$ cat src/hdl/tcq_pkg.sv
`default_nettype none
// ----------------------------------------------------------------------------
// Two-class tag queue package
// Shared constants and control types for the two-class tag queue.
// ----------------------------------------------------------------------------
package tcq_pkg;

   localparam int QUEUE_DEPTH_DEF = 32;
   localparam int TAG_WIDTH_DEF   = 32;
   localparam int PORT_TAG_WIDTH  = 32;
   localparam int RUN_WIDTH       = 8;

   localparam logic [RUN_WIDTH-1:0] SWITCH_LEN_RESET = 8'd4;
   localparam logic [RUN_WIDTH-1:0] RUN_MAX          = 8'hFF;

   localparam logic FUNC_INSERT = 1'b0;
   localparam logic FUNC_GET    = 1'b1;
   localparam logic CLASS_HIGH  = 1'b0;
   localparam logic CLASS_LOW   = 1'b1;

   typedef struct packed {
      logic push;
      logic pop;
   } tcq_qcmd_type;

   typedef struct packed {
      logic empty;
      logic full;
      logic empty_next;
   } tcq_qstat_type;

endpackage
`default_nettype wire

$ cat src/hdl/tcq_ram.sv
`default_nettype none
// ----------------------------------------------------------------------------
// Generic single-port-write RAM
// One write port and one registered read port; a read of the address being
// written in the same cycle returns the old contents.
// ----------------------------------------------------------------------------
module tcq_ram #(
   parameter int WIDTH = 32,
   parameter int DEPTH = 32
) (
   input  wire  logic                     clock,
   input  wire  logic                     wr_en,
   input  wire  logic [$clog2(DEPTH)-1:0] wr_addr,
   input  wire  logic [WIDTH-1:0]         wr_data,
   input  wire  logic [$clog2(DEPTH)-1:0] rd_addr,
   output logic       [WIDTH-1:0]         rd_data_ff
);

   logic [WIDTH-1:0] mem_ff [DEPTH];

   always_ff @(posedge clock) begin
      if (wr_en) begin
         mem_ff[wr_addr] <= wr_data;
      end
      rd_data_ff <= mem_ff[rd_addr];
   end

endmodule
`default_nettype wire

$ cat src/hdl/tcq_ptr.sv
`default_nettype none
// ----------------------------------------------------------------------------
// Queue pointer unit
// Holds the head index and fill count of one circular tag queue and works
// out the read and write addresses of its storage.
// ----------------------------------------------------------------------------
module tcq_ptr
   import tcq_pkg::*;
#(
   parameter int DEPTH = QUEUE_DEPTH_DEF
) (
   input  wire  logic                     clock,
   input  wire  logic                     reset,
   input  wire  tcq_qcmd_type             cmd,
   output logic       [$clog2(DEPTH)-1:0] head,
   output logic       [$clog2(DEPTH)-1:0] wr_addr,
   output tcq_qstat_type                  stat
);

   localparam int AW = $clog2(DEPTH);
   localparam int CW = $clog2(DEPTH + 1);

   logic [AW-1:0] head_ff;
   logic [AW-1:0] head_in;
   logic [CW-1:0] count_ff;
   logic [CW-1:0] count_in;
   logic [AW:0]   tail_sum;

   always_comb begin
      head_in  = head_ff;
      count_in = count_ff;
      if (cmd.pop) begin
         head_in = (head_ff == AW'(DEPTH - 1)) ? '0 : head_ff + AW'(1);
      end
      if (cmd.push && !cmd.pop) begin
         count_in = count_ff + CW'(1);
      end else if (cmd.pop && !cmd.push) begin
         count_in = count_ff - CW'(1);
      end
   end

   // A write into a full queue lands on the head, which is evicted at once.
   assign tail_sum = (AW + 1)'(head_ff) + (AW + 1)'(count_ff);
   assign wr_addr  = (tail_sum >= (AW + 1)'(DEPTH)) ?
                     AW'(tail_sum - (AW + 1)'(DEPTH)) : AW'(tail_sum);
   assign head     = head_ff;

   assign stat.empty      = (count_ff == '0);
   assign stat.full       = (count_ff == CW'(DEPTH));
   assign stat.empty_next = (count_in == '0);

   always_ff @(posedge clock) begin
      if (reset) begin
         head_ff  <= '0;
         count_ff <= '0;
      end else begin
         head_ff  <= head_in;
         count_ff <= count_in;
      end
   end

`ifndef SYNTHESIS
   a_no_pop_when_empty : assert property (@(posedge clock) disable iff (reset)
      !(cmd.pop && stat.empty))
      else $error("tcq_ptr: pop from an empty queue");

   a_count_bounded : assert property (@(posedge clock) disable iff (reset)
      count_ff <= CW'(DEPTH))
      else $error("tcq_ptr: fill count beyond depth");

   a_pop_moves_head : assert property (@(posedge clock) disable iff (reset)
      cmd.pop |=> head_ff != $past(head_ff))
      else $error("tcq_ptr: head did not advance on pop");
`endif

endmodule
`default_nettype wire

$ cat src/hdl/two_class_queue_with_switch_limit.sv
`default_nettype none
// ----------------------------------------------------------------------------
// Two-class tag queue with a high-class grant limit
// The result word of an accepted command appears in the next cycle.
// Throughput: one command per cycle; busy is high during reset and the cycle
// after it. The arbitration and pointer update are done in the accept cycle,
// and the tag comes from the registered read port of each queue's storage.
// Reset clears both queues and the grant run and sets switch length to 4.
// ----------------------------------------------------------------------------
module two_class_queue_with_switch_limit
   import tcq_pkg::*;
#(
   parameter int QUEUE_DEPTH = QUEUE_DEPTH_DEF,
   parameter int TAG_WIDTH   = TAG_WIDTH_DEF
) (
   input  wire  logic                      clock,
   input  wire  logic                      reset,
   input  wire  logic                      start,
   output logic                            busy,
   input  wire  logic                      req_func,
   input  wire  logic                      req_priority_class,
   input  wire  logic [PORT_TAG_WIDTH-1:0] req_packet_tag,
   output logic                            rsp_strobe,
   output logic                            rsp_out_valid,
   output logic       [PORT_TAG_WIDTH-1:0] rsp_out_tag,
   output logic                            rsp_evicted,
   output logic                            rsp_served_low,
   output logic                            rsp_all_empty,
   input  wire  logic                      csr_we,
   input  wire  logic [RUN_WIDTH-1:0]      csr_wdata
);

   localparam int AW = $clog2(QUEUE_DEPTH);

   logic                 busy_ff;
   logic [RUN_WIDTH-1:0] switch_len_ff;
   logic [RUN_WIDTH-1:0] run_ff;
   logic [RUN_WIDTH-1:0] run_in;

   logic strobe_ff,   strobe_in;
   logic valid_ff,    valid_in;
   logic evicted_ff,  evicted_in;
   logic low_ff,      low_in;
   logic empty_ff,    empty_in;

   logic accept;
   logic is_insert;
   logic is_get;
   logic get_ok;
   logic sel_high;

   tcq_qcmd_type  hi_cmd;
   tcq_qcmd_type  lo_cmd;
   tcq_qstat_type hi_stat;
   tcq_qstat_type lo_stat;

   logic [AW-1:0]        hi_head;
   logic [AW-1:0]        hi_wr_addr;
   logic [AW-1:0]        lo_head;
   logic [AW-1:0]        lo_wr_addr;
   logic [TAG_WIDTH-1:0] wr_tag;
   logic [TAG_WIDTH-1:0] hi_rd_data;
   logic [TAG_WIDTH-1:0] lo_rd_data;
   logic [TAG_WIDTH-1:0] rd_sel;
   logic [63:0]          tag_ext;
   logic [63:0]          rd_ext;

   assign accept    = start && !busy_ff;
   assign is_insert = accept && (req_func == FUNC_INSERT);
   assign is_get    = accept && (req_func == FUNC_GET);
   assign get_ok    = is_get && !(hi_stat.empty && lo_stat.empty);
   assign sel_high  = !hi_stat.empty && ((run_ff < switch_len_ff) || lo_stat.empty);

   always_comb begin
      hi_cmd.push = is_insert && (req_priority_class == CLASS_HIGH);
      lo_cmd.push = is_insert && (req_priority_class == CLASS_LOW);
      hi_cmd.pop  = (hi_cmd.push && hi_stat.full) || (get_ok && sel_high);
      lo_cmd.pop  = (lo_cmd.push && lo_stat.full) || (get_ok && !sel_high);
   end

   always_comb begin
      run_in = run_ff;
      if (get_ok) begin
         if (sel_high) begin
            run_in = (run_ff == RUN_MAX) ? run_ff : run_ff + RUN_WIDTH'(1);
         end else begin
            run_in = '0;
         end
      end
   end

   assign strobe_in  = accept;
   assign valid_in   = get_ok;
   assign evicted_in = (hi_cmd.push && hi_stat.full) || (lo_cmd.push && lo_stat.full);
   assign low_in     = is_insert ? (req_priority_class == CLASS_LOW) : !sel_high;
   assign empty_in   = hi_stat.empty_next && lo_stat.empty_next;

   always_ff @(posedge clock) begin
      if (reset) begin
         busy_ff       <= 1'b1;
         switch_len_ff <= SWITCH_LEN_RESET;
         run_ff        <= '0;
         strobe_ff     <= 1'b0;
      end else begin
         busy_ff   <= 1'b0;
         run_ff    <= run_in;
         strobe_ff <= strobe_in;
         if (csr_we) begin
            switch_len_ff <= csr_wdata;
         end
      end
   end

   always_ff @(posedge clock) begin
      valid_ff   <= valid_in;
      evicted_ff <= evicted_in;
      low_ff     <= low_in;
      empty_ff   <= empty_in;
   end

   tcq_ptr #(
      .DEPTH (QUEUE_DEPTH)
   ) u_hi_ptr (
      .clock   (clock),
      .reset   (reset),
      .cmd     (hi_cmd),
      .head    (hi_head),
      .wr_addr (hi_wr_addr),
      .stat    (hi_stat)
   );

   tcq_ptr #(
      .DEPTH (QUEUE_DEPTH)
   ) u_lo_ptr (
      .clock   (clock),
      .reset   (reset),
      .cmd     (lo_cmd),
      .head    (lo_head),
      .wr_addr (lo_wr_addr),
      .stat    (lo_stat)
   );

   assign tag_ext = 64'(req_packet_tag);
   assign wr_tag  = tag_ext[TAG_WIDTH-1:0];

   tcq_ram #(
      .WIDTH (TAG_WIDTH),
      .DEPTH (QUEUE_DEPTH)
   ) u_hi_ram (
      .clock      (clock),
      .wr_en      (hi_cmd.push),
      .wr_addr    (hi_wr_addr),
      .wr_data    (wr_tag),
      .rd_addr    (hi_head),
      .rd_data_ff (hi_rd_data)
   );

   tcq_ram #(
      .WIDTH (TAG_WIDTH),
      .DEPTH (QUEUE_DEPTH)
   ) u_lo_ram (
      .clock      (clock),
      .wr_en      (lo_cmd.push),
      .wr_addr    (lo_wr_addr),
      .wr_data    (wr_tag),
      .rd_addr    (lo_head),
      .rd_data_ff (lo_rd_data)
   );

   assign rd_sel = low_ff ? lo_rd_data : hi_rd_data;
   assign rd_ext = (valid_ff || evicted_ff) ? 64'(rd_sel) : '0;

   assign busy           = busy_ff;
   assign rsp_strobe     = strobe_ff;
   assign rsp_out_valid  = strobe_ff && valid_ff;
   assign rsp_out_tag    = rd_ext[PORT_TAG_WIDTH-1:0];
   assign rsp_evicted    = strobe_ff && evicted_ff;
   assign rsp_served_low = strobe_ff && valid_ff && low_ff;
   assign rsp_all_empty  = strobe_ff && empty_ff;

`ifndef SYNTHESIS
   a_word_per_command : assert property (@(posedge clock) disable iff (reset)
      !$past(reset) |-> rsp_strobe == $past(accept))
      else $error("top: result word does not match accepted command");

   a_valid_or_evicted : assert property (@(posedge clock) disable iff (reset)
      !(rsp_out_valid && rsp_evicted))
      else $error("top: a word both returned and evicted a tag");

   a_low_needs_valid : assert property (@(posedge clock) disable iff (reset)
      rsp_served_low |-> rsp_out_valid)
      else $error("top: low class reported without a returned tag");

   a_empty_get_invalid : assert property (@(posedge clock) disable iff (reset)
      (is_get && hi_stat.empty && lo_stat.empty) |=> (rsp_all_empty && !rsp_out_valid))
      else $error("top: get on empty queues returned a tag");
`endif

endmodule
`default_nettype wire
$ cat config.mk
export PLATFORM = sky130hd
export DESIGN_NAME = two_class_queue_with_switch_limit
export DESIGN_NICKNAME = d
export VERILOG_FILES = /design/src/hdl/tcq_pkg.sv /design/src/hdl/tcq_ram.sv /design/src/hdl/tcq_ptr.sv /design/src/hdl/two_class_queue_with_switch_limit.sv
export SDC_FILE = /design/constraint.sdc
export NUM_CORES = 2
export LEC_CHECK = 0
export ABC_AREA = 1
export BUFFER_PORTS_ARGS = -buffer_cell sky130_fd_sc_hd__buf_2
export CAP_MARGIN = 20
export CORE_MARGIN = 3
export CORE_UTILIZATION = 30
export DETAILED_ROUTE_END_ITERATION = 10
export PLACE_DENSITY = 0.5
export SLEW_MARGIN = 20
export SYNTH_ARGS = -nofsm -noshare
export SYNTH_HDL_FRONTEND = slang
export SYNTH_SLANG_ARGS = --single-unit
export TNS_END_PERCENT = 20
$ cat constraint.sdc
create_clock -name clock -period 9 [get_ports clock]
set_input_delay 0.45 -clock clock [delete_from_list [all_inputs] [get_ports clock]]
set_output_delay 0.45 -clock clock [all_outputs]
set_load 0.005 [all_outputs]
# ---- Word level (Yosys, flattened, before mapping)
# Memories as Yosys holds them, arrays and structs flattened. A register that Yosys moved wholly into a read port is not among the register bits.
# Index checks and enable logic that the tools add are counted.
dict set report totals {
  memories 2
  register_bits 44
  inputBits 46
  ramBits 2048
}
# name words word_bits rd rd_ports_with_merged_regs write_ports line
set mem_list {}
lappend mem_list {u_hi_ram.mem_ff 32 32 1 1 1 tcq_ram.sv:19} ;# logic [WIDTH-1:0] mem_ff [DEPTH];
lappend mem_list {u_lo_ram.mem_ff 32 32 1 1 1 tcq_ram.sv:19}
dict set report op_classes {
  n_eq_ne 6
  add_sub_neg 11
  bitwise 2
  n_reduce_logical 39
  muxes 18
  magnitude_cmp 3
}
# op count
set ops {}
lappend ops {{2-to-1 mux 32 bit} 2}
lappend ops {{zero test 6 bit} 4}
lappend ops {{2-to-1 mux 6 bit} 4}
lappend ops {{logical AND 1 bit} 21}
lappend ops {{2-to-1 mux 5 bit} 4}
lappend ops {{2-to-1 mux 8 bit} 2}
lappend ops {{adder 5 x 6 -> 6 bit} 2}
lappend ops {{adder 6 x 1 -> 6 bit (second input constant)} 2}
lappend ops {{equality test 6 bit (second input constant)} 2}
lappend ops {{greater-or-equal comparator 6 bit (second input constant)} 2}
lappend ops {{subtractor 6 x 1 -> 6 bit (second input constant)} 2}
lappend ops {{adder 5 x 1 -> 5 bit (second input constant)} 2}
lappend ops {{equality test 5 bit (second input constant)} 2}
lappend ops {{subtractor 5 x 1 -> 5 bit (second input constant)} 2}
lappend ops {{adder 8 x 1 -> 8 bit (second input constant)} 1}
lappend ops {{equality test 8 bit (second input constant)} 1}
lappend ops {{zero test 1 bit} 8}
lappend ops {{< comparator 8 bit} 1}
lappend ops {{2-to-1 mux 1 bit} 6}
lappend ops {{logical OR 1 bit} 5}
lappend ops {{inequality test 2 bit (second input constant)} 1}
lappend ops {{inverter 1 bit} 2}
lappend ops {{AND reduction 2 bit} 1}

# ---- Logic depth before layout (Yosys ltp)
dict set report logic_depth {
  ltp_word 11
  depth_mapped 19
  mapped_depth_nobuf 18
}

# ---- Modules after synthesis
# Synthesis repeated with hierarchy kept, for this count alone.
dict set report unflattened {
  cells_unflattened 7598
  area_unflattened_um2 88142.0
}
# mod area_per_inst_um2 n_inst cells_per_inst
set by_module_without_submodules {}
lappend by_module_without_submodules {tcq_ram 42405.7 2 3536}
lappend by_module_without_submodules {two_class_queue_with_switch_limit 1620.3 1 273}
lappend by_module_without_submodules {{tcq_ptr at u_hi_ptr} 870.8 1 127}
lappend by_module_without_submodules {{tcq_ptr at u_lo_ptr} 839.6 1 126}

# ---- Worst setup path before layout
# No wires, ideal clock.
dict set report synth_timing {
  path_type {reg2reg}
  from {reg u_hi_ptr.count_ff[0]}
  to {mem u_hi_ram.mem_ff[4][0], enable pin}
  arrival_time_ps 2947
  n_path_buf 0
  path_stages_with_launch 10
  setup_slack_ps 5632
  path_cell_list {dfxtp_1 > ha_1 > fa_1 > nand3_1 > nand2_1 > xor2_1 > inv_1 > nor2_1 > nand2_1 > nor2_1}
}
dict set report synth_via {
  elab_chain_len 3
}
# element line
set synth_lines {}
lappend synth_lines {{from (decl)} tcq_ptr.sv:25} ;# logic [CW-1:0] count_ff;
lappend synth_lines {{from (signal assigned)} tcq_ptr.sv:58} ;# count_ff <= count_in;
lappend synth_lines {{adder 5 x 6 -> 6 bit (*)} tcq_ptr.sv:43} ;# assign tail_sum = (AW + 1)'(head_ff) + (AW + 1)'(count_ff);
lappend synth_lines {{subtractor 5 x 1 -> 5 bit or greater-or-equal comparator 6 bit (tied branches)} {tcq_ptr.sv:45, tcq_ptr.sv:44}}
lappend synth_lines {{2-to-1 mux 5 bit (*)} tcq_ptr.sv:44} ;# assign wr_addr = (tail_sum >= (AW + 1)'(DEPTH)) ?
lappend synth_lines {{to (decl)} tcq_ram.sv:19}
# Every way passes the cells marked *; elsewhere a longest branch is shown, timed or not.

==> flow_metrics.env <==
export IMPL_synth_cell_types=44
export IMPL_wire_per_inst_um=26.10
export IMPL_synthFlopType="edfxtp_1"
export IMPL_die_y_um=535.8
export IMPL_dieArea_sq_um=287100
export IMPL_ys_warn_count=0
export IMPL_drive_gt1_frac=0.09596
export IMPL_hold_slack_ps=58.84
export IMPL_outcome="finished, final reports clean"
export IMPL_cp_arrival_ps=5420
export IMPL_syn_to_final_growth_pct=14.64
export IMPL_met3_usage=0.02465
export IMPL_vias_per_cell=5.260
export IMPL_hold_start="req_packet_tag[17]"
export IMPL_grt_pass1_wl_um=381800
export IMPL_initial_core_util=0.3030
export IMPL_port_buffer_count=83
export IMPL_drt_iter0_drc=6448
export IMPL_cts_tree="built"
export IMPL_hold_viol_final=0
export IMPL_synth_top_area_share=0.7303
export IMPL_layout_min_cycle_time_ps=4606
export IMPL_grt_pass1_vias=51640
export IMPL_clkTransAtPathRegs_ps=60
export IMPL_p_leak_nw=30.85
export IMPL_die_x_um=535.8
export IMPL_synth_most_common_cell="edfxtp_1"
export IMPL_row_count=193
export IMPL_grt_use_met2=0.2997
export IMPL_grtUsageMet1=0.2481
export IMPL_r2r_start="u_lo_ptr.head[0]$_SDFFE_PP0P_"
export IMPL_clock_path_buffers=4
export IMPL_clockRootBuffer="clkbuf_16"
export IMPL_antenna_left=0
export IMPL_ys_seq_area_frac=0.7559
export IMPL_synth_seq_cells=2156
export IMPL_antenna_found_initial=20
export IMPL_core_area_sq_um=277900
export IMPL_critical_path_peak_fanout=89
export IMPL_path_buf_inv=4
export IMPL_ff2ff_setup_slack_ps=4390
export IMPL_slew_headroom=0.2871
export IMPL_cp_required_ps=9820
export IMPL_criticalPathCategory="reg -> reg"
export IMPL_drv_cap=0
export IMPL_max_stage_delay_ps=880
export IMPL_boundaryPins=84
export IMPL_num_vias=53990
export IMPL_clk_latency_ps=880
export IMPL_overflow=0
export IMPL_cts_setup_buffers=0
export IMPL_rsz0062_at_grt="no"
export IMPL_powerDensity_nw_per_um2=214.9
export IMPL_synth_edf_count=2048
export IMPL_synth_top_area_cell="edfxtp_1"
export IMPL_fin_crit_sh=0.5118
export IMPL_async_reset_ff_frac=0
export IMPL_setup_violations=0
export IMPL_syn_nets=6442
export IMPL_cp_top_family="buffers and inverters"
export IMPL_clock_sinks=2156
export IMPL_busiest_layer="met2"
export IMPL_cts_htree_levels=4
export IMPL_numCtsBuffers=217
export IMPL_ir_drop_mv=0.1631
export IMPL_nets=6458
export IMPL_worstMarginPinSlew_ps=1058
export IMPL_timing_fmax_mhz=217.1
export IMPL_tns_ps=0
export IMPL_grt_max_degree=187
export IMPL_drc_errors=0
export IMPL_worstSetupEndpointType="flop"
export IMPL_crit_path_frequent_cell="buf_4"
export IMPL_netlist_instances=6368
export IMPL_setup_worst_path_start_class="flop"
export IMPL_finalClockSkew_ps=65.32
export IMPL_worstRegToRegCells=9
export IMPL_critPathSlowestCell="dfxtp_4"
export IMPL_avgSynthCellArea_sq_um=13.22
export IMPL_cts_resized_gates=0
export IMPL_grt_use_total=0.1805
export IMPL_hold_end="u_lo_ram.mem_ff[28][17]$_DFFE_PP_"
export IMPL_slew_viol_final=0
export IMPL_hold_class="in -> reg"
export IMPL_crit_chain="buf_4 -> buf_4 -> buf_4 -> o21ai_0 -> o221ai_1 -> o211ai_1 -> nand4_1 -> o21ai_1 -> inv_1"
export IMPL_reg2reg_to="u_lo_ram.rd_data_ff[9]$_DFF_P_"
export IMPL_drt_pass1_iterations=6
export IMPL_synth_area_sq_um=84210
export IMPL_hpwl_um=148000
export IMPL_synth_area_leaders="edfxtp_1 73%, o21ai_0 6.6%, nor2_1 5.3%"
export IMPL_totalWireLength_um=267900
export IMPL_synth_top_cells_by_count="2048 x edfxtp_1, 1184 x nor2_1, 1109 x o21ai_0, 354 x clkbuf_1, 300 x nand2_1"
export IMPL_globalplace_congestion=0.7895
export IMPL_hold_depth=1
## state kept, by name, summed over array words and instances (netlist names), 5 cells and up
signal and flops:
run_ff 8, switch_len_ff 8, u_hi_ptr.count_ff 6, u_hi_ptr.head 5, u_hi_ram.mem_ff 1024, u_hi_ram.rd_data_ff 32, u_lo_ptr.count_ff 6, u_lo_ptr.head 5
u_lo_ram.mem_ff 1024, u_lo_ram.rd_data_ff 32
## logic make-up (layout without fill, tap and decap cells)
kind of cell | Yosys count | in the layout | synth area share
AOI/OAI and AO/OA | 1851 | 1851 | 0.1265
xor gates and xnor gates | 25 | 25 | 0.002600
adders and majority gates | 28 | 28 | 0.004338
buffers and inverters | 575 | 762 | 0.02694
DFF | 2156 | 2156 | 0.7559
other | 0 | 4 | 0
and+or+nand+nor | 1733 | 1733 | 0.08374
## final cells by class
| cell class | count | area, sq um |
|---|---|---|
| inverter | 129 | 530.5 |
| timing repair buffer | 243 | 1962 |
| sequential | 2156 | 63690 |
| tap | 3705 | 4636 |
| clock buffer | 273 | 5763 |
| clock inverter | 117 | 1172 |
| multi-input combinational | 3637 | 18780 |
| fill | 26820 | 181400 |
| antenna | 4 | 10.01 |
## repair_timing
action | 4_1_cts | 5_1_grt
setup endpoints to repair | 0 | 0
hold buffers | 25 | 0
hold endpoints to repair | 76 | 0
## per-layer routing
layer,up-vias,share of wire
met4,2,0.027
li1,23880,-
met2,2051,0.48
met1,27700,0.43
met3,360,0.066
met5,-,0.000034
## worst max path at each step
stage	cells past startpoint	endpoint	startpoint
floorplan	9	u_hi_ram.mem_ff[4][0]$_DFFE_PP_	u_hi_ptr.count_ff[0]$_SDFF_PP0_
global placement	9	u_lo_ram.rd_data_ff[9]$_DFF_P_	u_lo_ptr.head[0]$_SDFFE_PP0P_
detailed placement	9	u_lo_ram.rd_data_ff[9]$_DFF_P_	u_lo_ptr.head[0]$_SDFFE_PP0P_
CTS	9	u_lo_ram.rd_data_ff[9]$_DFF_P_	u_lo_ptr.head[0]$_SDFFE_PP0P_
global route	9	u_lo_ram.rd_data_ff[9]$_DFF_P_	u_lo_ptr.head[0]$_SDFFE_PP0P_
finish	9	u_lo_ram.rd_data_ff[9]$_DFF_P_	u_lo_ptr.head[0]$_SDFFE_PP0P_
## per-stage QoR
stage | cell area, sq um | power, W | utilization | worst slack [ps] | cells
floorplan | 84210 | 0.01154 | - | 5632 | 6368
global placement | 89070 | 0.01195 | 0.3205 | 4410 | 9831
detailed placement | 89310 | 0.01196 | 0.3213 | 4408 | 9843
CTS | 96500 | 0.02091 | 0.3472 | 4443 | 10260
global route | 96540 | 0.02135 | 0.3473 | 4119 | 10260
finish | 96550 | 0.02074 | 0.3474 | 4394 | 10260
## cell usage in the layout, fill, tap and decap left out, types with 24 or more instances in the layout
| cell type | n |
|---|---|
| edfxtp_1 | 2048 |
| nor2_1 | 1118 |
| o21ai_0 | 1109 |
| nand2_1 | 300 |
| o22ai_1 | 286 |
| o221ai_1 | 226 |
| clkbuf_16 | 219 |
| nand3_1 | 159 |
| buf_4 | 134 |
| inv_1 | 112 |
| dfxtp_1 | 98 |
| o21ai_1 | 89 |
| a21oi_1 | 71 |
| nor2_4 | 68 |
| buf_2 | 65 |
| o211ai_1 | 64 |
| clkinv_1 | 52 |
| clkbuf_1 | 46 |
| nand4_1 | 45 |
| clkinv_2 | 36 |
| ha_1 | 26 |
| dlygate4sd3_1 | 25 |
| bufinv_16 | 24 |
## report_power, final
part	internal, W	switching, W	total [W]
clock	0.00519	0.00381	0.00900
combinational	0.000149	0.000549	0.000697
sequential	0.0110	0.0000383	0.0110
total	0.0163	0.00439	0.0207
Power figures use the tool's default switching activity.
